**config.mk**
```make
export PLATFORM = sky130hd
export DESIGN_NAME = deq_ctrl
export DESIGN_NICKNAME = d
export VERILOG_FILES = /design/src/rtl/core/double_ended_queue_core_assert.svh /design/src/rtl/core/deq_pkg.sv /design/src/rtl/core/deq_ctrl.sv
export SDC_FILE = /design/constraint.sdc
export NUM_CORES = 1
export LEC_CHECK = 0
export CAP_MARGIN = 40
export CORE_AREA = 4 4 104 106
export DETAILED_ROUTE_END_ITERATION = 10
export DIE_AREA = 0 0 108 110
export DONT_BUFFER_PORTS = 1
export SLEW_MARGIN = 20
export SYNTH_ARGS = -nofsm -noshare
export SYNTH_HDL_FRONTEND = slang
export SYNTH_SLANG_ARGS = --single-unit
export TNS_END_PERCENT = 50
```
**constraint.sdc**
```tcl
create_clock -name clk -period 3.62 [get_ports clk]
set_input_delay 0.905 -clock clk [delete_from_list [all_inputs] [get_ports clk]]
set_output_delay 0.905 -clock clk [all_outputs]
set_load 0.01 [all_outputs]
```
**src/rtl/core/double_ended_queue_core_assert.svh**
```systemverilog
// Assertion macros for the double-ended queue core.
// Needs a clock named clk and an active-low reset named arst_n in scope.
`ifndef DOUBLE_ENDED_QUEUE_CORE_ASSERT_SVH
`define DOUBLE_ENDED_QUEUE_CORE_ASSERT_SVH
`ifndef SYNTHESIS
`define DEQ_ASSERT(lbl, expr, msg) \
	lbl: assert property (@(posedge clk) disable iff (!arst_n) (expr)) else $error(msg);
`define DEQ_ASSERT_NEXT(lbl, ante, cons, msg) \
	lbl: assert property (@(posedge clk) disable iff (!arst_n) (ante) |=> (cons)) \
		else $error(msg);
`else
`define DEQ_ASSERT(lbl, expr, msg)
`define DEQ_ASSERT_NEXT(lbl, ante, cons, msg)
`endif
`endif

```
**src/rtl/core/deq_pkg.sv**
```systemverilog
// Shared types and constants for the double-ended queue core.
// No dependencies.
package deq_pkg;

	localparam int DEPTH_DEF      = 1024;
	localparam int DATA_WIDTH_DEF = 32;
	localparam int COUNT_W        = 11;

	typedef enum logic [2:0] {
		MODE_PUSH_FRONT = 3'd0,
		MODE_PUSH_BACK  = 3'd1,
		MODE_POP_FRONT  = 3'd2,
		MODE_POP_BACK   = 3'd3,
		MODE_PEEK_FRONT = 3'd4,
		MODE_PEEK_BACK  = 3'd5,
		MODE_SIZE       = 3'd6,
		MODE_CLEAR      = 3'd7
	} mode_t;

	typedef enum logic [1:0] {
		ST_OK    = 2'd0,
		ST_EMPTY = 2'd1,
		ST_FULL  = 2'd2
	} status_t;

	typedef struct packed {
		mode_t              mode;
		logic signed [31:0] push_value;
	} req_t;

	typedef struct packed {
		status_t            status;
		logic signed [31:0] read_value;
		logic [COUNT_W-1:0] count;
	} rsp_t;

	typedef struct packed {
		logic we;
		logic re;
	} mem_ctl_t;

	typedef struct packed {
		status_t status;
		logic    take;
	} res_t;

endpackage

```
**src/rtl/core/deq_ctrl.sv**
```systemverilog
// Front/back index and count control; issues at most one RAM access per request.
// Depends on deq_pkg.
module deq_ctrl import deq_pkg::*; #(
	parameter int DEPTH      = DEPTH_DEF,
	parameter int DATA_WIDTH = DATA_WIDTH_DEF,
	localparam int AW = $clog2(DEPTH),
	localparam int CW = $clog2(DEPTH + 1)
) (
	input  logic                  clk,
	input  logic                  arst_n,
	input  logic                  accept,
	input  req_t                  req,
	output mem_ctl_t              mem_ctl,
	output logic [AW-1:0]         mem_addr,
	output logic [DATA_WIDTH-1:0] mem_wdata,
	output res_t                  res,
	output logic [CW-1:0]         count_next
);

	localparam logic [AW-1:0] LAST = AW'(DEPTH - 1);
	localparam logic [CW-1:0] FULL = CW'(DEPTH);

	logic [AW-1:0] front_q, back_q, front_d, back_d;
	logic [AW-1:0] front_prev, front_next, back_prev, back_next;
	logic [CW-1:0] count_q;
	logic          full, empty;
	logic [63:0]   val_ext;

	assign full       = (count_q == FULL);
	assign empty      = (count_q == '0);
	assign front_prev = (front_q == '0) ? LAST : front_q - 1'b1;
	assign front_next = (front_q == LAST) ? '0 : front_q + 1'b1;
	assign back_prev  = (back_q == '0) ? LAST : back_q - 1'b1;
	assign back_next  = (back_q == LAST) ? '0 : back_q + 1'b1;
	assign val_ext    = {32'b0, req.push_value};
	assign mem_wdata  = val_ext[DATA_WIDTH-1:0];

	always_comb begin
		mem_ctl    = '0;
		mem_addr   = front_q;
		res.status = ST_OK;
		res.take   = 1'b0;
		front_d    = front_q;
		back_d     = back_q;
		count_next = count_q;
		case (req.mode)
			MODE_PUSH_FRONT, MODE_PUSH_BACK: begin
				if (full) begin
					res.status = ST_FULL;
				end else begin
					mem_ctl.we = 1'b1;
					count_next = count_q + 1'b1;
					if (req.mode == MODE_PUSH_FRONT) begin
						mem_addr = front_prev;
						front_d  = front_prev;
					end else begin
						mem_addr = back_q;
						back_d   = back_next;
					end
				end
			end
			MODE_POP_FRONT, MODE_POP_BACK, MODE_PEEK_FRONT, MODE_PEEK_BACK: begin
				if (empty) begin
					res.status = ST_EMPTY;
				end else begin
					mem_ctl.re = 1'b1;
					res.take   = 1'b1;
					case (req.mode)
						MODE_POP_FRONT: begin
							mem_addr   = front_q;
							front_d    = front_next;
							count_next = count_q - 1'b1;
						end
						MODE_POP_BACK: begin
							mem_addr   = back_prev;
							back_d     = back_prev;
							count_next = count_q - 1'b1;
						end
						MODE_PEEK_FRONT: mem_addr = front_q;
						default:         mem_addr = back_prev;
					endcase
				end
			end
			MODE_SIZE: ;
			default: begin
				front_d    = '0;
				back_d     = '0;
				count_next = '0;
			end
		endcase
	end

	always_ff @(posedge clk or negedge arst_n) begin
		if (!arst_n) begin
			front_q <= '0;
			back_q  <= '0;
			count_q <= '0;
		end else if (accept) begin
			front_q <= front_d;
			back_q  <= back_d;
			count_q <= count_next;
		end
	end

endmodule

```
[Word level (Yosys, flattened, before mapping)]
Cells that the tools add are included.
Storage, ports and cells
  input port bits: 38
  output and inout port bits: 58
  register bits: 31
  word-level logic and storage cells: 65
Cells by class
  bitwise operators: 1
  equality and inequality tests: 15
  add/subtract/negate cells: 6
  reductions and logical operators: 10
  multiplexer cells: 30
Operators with widths (count)
  10-bit two-way mux: 16
  10-bit one-hot mux with 3 select lines: 2
  11-bit two-way mux: 3
  11-bit one-hot mux with 3 select lines: 1
  10-bit by 1-bit adder with 10-bit output (second input constant): 2
  10-bit equality test (second input constant): 2
  10-bit logical NOT: 2
  10-bit one-hot mux with 2 select lines: 1
  10-bit by 1-bit subtractor with 10-bit output (second input constant): 2
  2-bit inequality test (second input constant): 6
  6-bit AND reduction: 2
  11-bit by 1-bit adder with 11-bit output (second input constant): 1
  11-bit equality test (second input constant): 1
  11-bit logical NOT: 1
  11-bit by 1-bit subtractor with 11-bit output (second input constant): 1
  3-bit equality test (second input constant): 3
  3-bit by 2-bit equality test with 1-bit output (second input constant): 2
  2-bit OR reduction: 3
  1-bit two-way mux: 5
  2-bit one-hot mux with 2 select lines: 1
  4-bit OR reduction: 1
  3-bit by 1-bit equality test with 1-bit output (second input constant): 1
  3-bit logical NOT: 1
  2-bit two-way mux: 1
  1-bit inverter: 1

[Longest topological paths before layout]
  depth after elaboration: 5
  gate-level depth with buffers: 9
  mapped depth without buffers: 8

[Least setup slack after synthesis]
No wires, ideal clock.
  kind: input to output
  from: input port req[33] (netlist name)
  to: output port mem_addr[6]
  arrival time: 2.807 ns
  path slack: -0.092 ns
  stages: 8
  required time: 2.715 ns
  cell sequence: clkbuf_1 inv_1 ha_1 clkbuf_1 nor2b_1 o311ai_0 or4_1 nand3_1
Between the ends
  word-level cells in the longest chain between the ends: 5
  elaborated cells between the ends (all ways): 14
  classes of those cells: eq/ne: 5; mux: 5; reduce/logical: 4
Ends and longest elaborated chain
  start, declared: RTL line deq_ctrl.sv:12  | input req_t req,
  3-bit by 2-bit equality test with 1-bit output or 3-bit equality test (tied branches): RTL line deq_ctrl.sv:46, deq_ctrl.sv:68
  2-bit OR reduction (no line)
  10-bit two-way mux: RTL line deq_ctrl.sv:68  | case (req.mode)
  10-bit two-way mux: RTL line deq_ctrl.sv:63  | if (empty) begin
  10-bit one-hot mux with 2 select lines (*): RTL line deq_ctrl.sv:46  | case (req.mode)
  end, declared: RTL line deq_ctrl.sv:14  | output logic [AW-1:0] mem_addr,
Every way passes the cells marked *; elsewhere a longest branch is shown, timed or not.

[Worst setup path after layout]
  from: input port req[34] (netlist name)
  to: output port count_next[7]
Between the ends
  word-level cells in the longest chain between the ends: 5
  elaborated cells between the ends (all ways): 13
  classes of those cells: eq/ne: 6; mux: 3; reduce/logical: 4
Ends and longest elaborated chain
  3-bit by 2-bit equality test with 1-bit output: RTL line deq_ctrl.sv:46, deq_ctrl.sv:68
  2-bit OR reduction (no line)
  11-bit two-way mux
  11-bit two-way mux: RTL line deq_ctrl.sv:63
  11-bit one-hot mux with 3 select lines (*): RTL line deq_ctrl.sv:46
  end, declared: RTL line deq_ctrl.sv:17  | output logic [CW-1:0] count_next
Marked as above.

==> impl_metrics.yaml <==
worst_setup_path:
  rr_worst_depth: 8
  reg2reg_setup_slack_ns: 1.24
  critPathArrivalTime_ns: 2.64
  r2r_end: "back_q[9]$_DFFE_PN0P_"
  crit_chain: "inv_2 -> ha_2 -> or4b_4 -> or3_4 -> nor4_4 -> xnor2_1 -> o221ai_1 -> buf_4"
  worstSetupEndpointType: "output port"
  regToRegStartpoint: "count_q[7]$_DFFE_PN0P_"
  crit_fanout: 7
  crit_path_top_delay_cell: "or4b_4"
  required_ns: 2.71
  cp-start-kind: "input port"
  crit_type: "input port to output port"
  slowest_delay_ns: 0.48
floorplan:
  die_area_sq_um: 11900
  start_util_pct: 39.5
  rows: 36
  ios: 96
  die_x_microns: 108
  core_sq_um: 9770
  die_h_microns: 110
grt:
  grt_max_degree: 32
  grt_pass1_wl_microns: 19800
  grt-ovfl-total: 0
  antenna_found_initial: 0
  first_global_vias: 3815
  globalRouteTotalUtil_pct: 20.9
power_and_ir_drop:
  finalPower_uw: 3210
  leakagePower_uw: 0.00159
  vdd_drop_max_uv: 247
  p_per_area_nw_per_um2: 781
synthesis:
  async_flop_share_pct: 100
  avgSynthCellArea_sq_um: 7.42
  ys_types: 74
  synth_mux_area_share_pct: 2.43
  yosysSeqAreaShare_pct: 20.1
  synth_xor_xnor_area_share_pct: 4.54
  synth_seq_cells: 31
  yosysWarnings: 0
  ys.flop_type: "dfrtp_1"
  synthAdderAreaFrac_pct: 3.24
  synth_top_family_by_area: "compound AO/OA/AOI/OAI gates"
  synth_compound_area_share_pct: 29.7
  synth-simple-area-share_pct: 26.1
  syn-num-nets: 568
  netlist_area_sq_um: 3860
  syn_inst: 520
  synth-edff-count: 0
cells_and_area:
  drive_above_1_share_pct: 17.8
  utilization_pct: 42.0
  n_antenna_cell: 0
  fin_nets: 541
  final_cell_area_sq_um: 4110
  fin_cells: 627
  area_growth_pct: 6.45
timing:
  grt_setup_unrepaired: "true"
  period_share_pct: 97.9
  worst_pin_slew_ns: 0.626
  hold_viol_final: 0
  slew_viol_final: 0
  max_clock_freq_mhz: 282
  fin_crit_ns: 3.54
  finalClockSkew_ns: 0.00817
  setup_violations: 0
  slew_headroom_pct: 58.0
cts:
  htreeDepth: 2
  path_clk_slew_ns: 0.08
  cts_setup_buffers: 0
  cts_hold_buffers: 0
  insertion_delay_ns: 0.30
  cts_resized: 5
  cts_sinks: 31
  clockBufferDepth: 2
  cts-root-buf: "clkbuf_8"
  cts_made_buffers: 5
  cts_tree: "yes"
route:
  met3_length_microns: 1230
  wl_met1_microns: 5340
  vias: 4089
  final_antenna_net_count: 0
  drtPass1Iterations: 5
  top_layer_used: "met4"
  route.detailed.drc: 0
  drtIter0Drc: 390
  vias_per_cell: 6.52
  wl_met2_microns: 5720
  wl_per_cell_microns: 20.0
  postRouteWirelength_microns: 12500
min_path:
  min_path_type: "input port to async pin"
placement:
  gp_congestion: 0.918
  placed_cells: 619
  io_buffer_count: 0
  place_area_sq_um: 3920
  hpwlAfterDp_microns: 8970
run_status:
  outcome: "finished, final reports clean"
flow_run:
  maxCapViolCount: 0
registers in the layout, indices dropped and copies added (netlist names):
register and flops:
back_q 10, count_q 11, front_q 10
layout make-up:
type	count	area, sq um
Timing Repair Buffer	45	338
Fill cell	994	5670
Tap cell	133	166
Clock inverter	2	35.0
Sequential cell	31	776
Inverter	25	93.8
Multi-Input combinational cell	385	2620
Clock buffer	6	82.6
cells in the final DEF (no fill, tap or decap), types with 4 or more instances in the layout:
| master | instances |
|---|---|
| or2_2 | 5 |
| o22ai_1 | 10 |
| inv_1 | 23 |
| and3_1 | 6 |
| a31oi_1 | 4 |
| a22o_1 | 7 |
| xnor2_1 | 13 |
| nand3_1 | 19 |
| xor2_1 | 7 |
| a221o_1 | 7 |
| nor2_1 | 33 |
| or4_1 | 6 |
| ha_1 | 7 |
| nand2_1 | 39 |
| o221ai_1 | 4 |
| mux2i_1 | 6 |
| nor3_1 | 21 |
| buf_4 | 45 |
| o21ai_0 | 35 |
| o31ai_1 | 7 |
| a21oi_1 | 23 |
| nand4_1 | 6 |
| clkbuf_8 | 6 |
| or3_1 | 9 |
| dfrtp_1 | 31 |
| nor2b_1 | 6 |
| a22oi_1 | 13 |
| nor4_1 | 9 |
cells in the mapped netlist (5+ instances only):
cell type / instances / share of area (%)
nor2_1: 34 / 3.3
nor4_1: 9 / 1.5
and3_1: 6 / 0.97
ha_1: 10 / 3.2
o21ai_0: 35 / 4.5
a22oi_1: 13 / 2.5
o22ai_1: 10 / 1.6
a221o_1: 7 / 1.8
clkbuf_1: 38 / 3.7
or2_2: 5 / 0.81
nand3_1: 19 / 2.5
xnor2_1: 13 / 2.9
or3_1: 10 / 1.6
xor2_1: 7 / 1.6
nand2_1: 39 / 3.8
or4_1: 6 / 1.2
a22o_1: 7 / 1.6
nand4_1: 6 / 0.97
mux2i_1: 6 / 1.6
dfrtp_1: 31 / 20
a21oi_1: 23 / 3.0
nor3_1: 21 / 2.7
buf_4: 34 / 6.6
nor2b_1: 7 / 1.1
inv_1: 24 / 2.3
o31ai_1: 7 / 1.4
cells by family after synthesis:
| logic type | Yosys count |
|---|---|
| AO/OA/AOI/OAI | 161 |
| XOR/XNOR | 20 |
| adder cells (fa/ha/maj) | 10 |
| buffers and inverters | 104 |
| flip-flops | 31 |
| multiplexers | 9 |
| AND/OR/NAND/NOR | 185 |
critical path, delay by kind of cell:
kind                       cells  cell delay, ns
AOI/OAI and AO/OA              1            0.14
xor gates and xnor gates       1            0.16
adders and majority gates      1            0.18
buffers and inverters          2            0.21
and+or+nand+nor                3            1.06
how the worst max path moves through the flow:
| stage | slack, ns | to | cells after the start | start |
|---|---|---|---|---|
| after floorplan | 0.002 | mem_addr[7] | 7 | req[33] |
| after global placement | -0.02 | count_next[7] | 8 | req[34] |
| after detailed placement | -0.02 | count_next[7] | 8 | req[34] |
| after CTS | 0.02 | count_next[7] | 8 | req[34] |
| after global routing | -0.03 | count_next[7] | 8 | req[34] |
| final | 0.08 | count_next[7] | 8 | req[34] |
per-stage QoR:
stage	TNS [ns]	hold WS, ns	worst slack, ns
after detailed placement	-0.0329	0.610	-0.0242
after CTS	0	0.292	0.0241
after global routing	-0.0412	0.282	-0.0321
final	0	0.293	0.0762
after floorplan	0	0.566	0.00183
after global placement	-0.0175	0.610	-0.0175
where the power goes:
part | leakage (uW) | total [uW] | internal [uW] | switching, uW
logic | 0.00113 | 2050 | 878 | 1180
clock network | 0.0000612 | 380 | 223 | 157
registers | 0.000402 | 775 | 490 | 285
per-layer routing:
metal  GRT usage, %  up-vias
met5              0        -
li1               -     1861
met3           4.54       32
met4           7.30        0
met2           32.1      226
met1           29.1     1970
(Power assumes the default switching activity.)
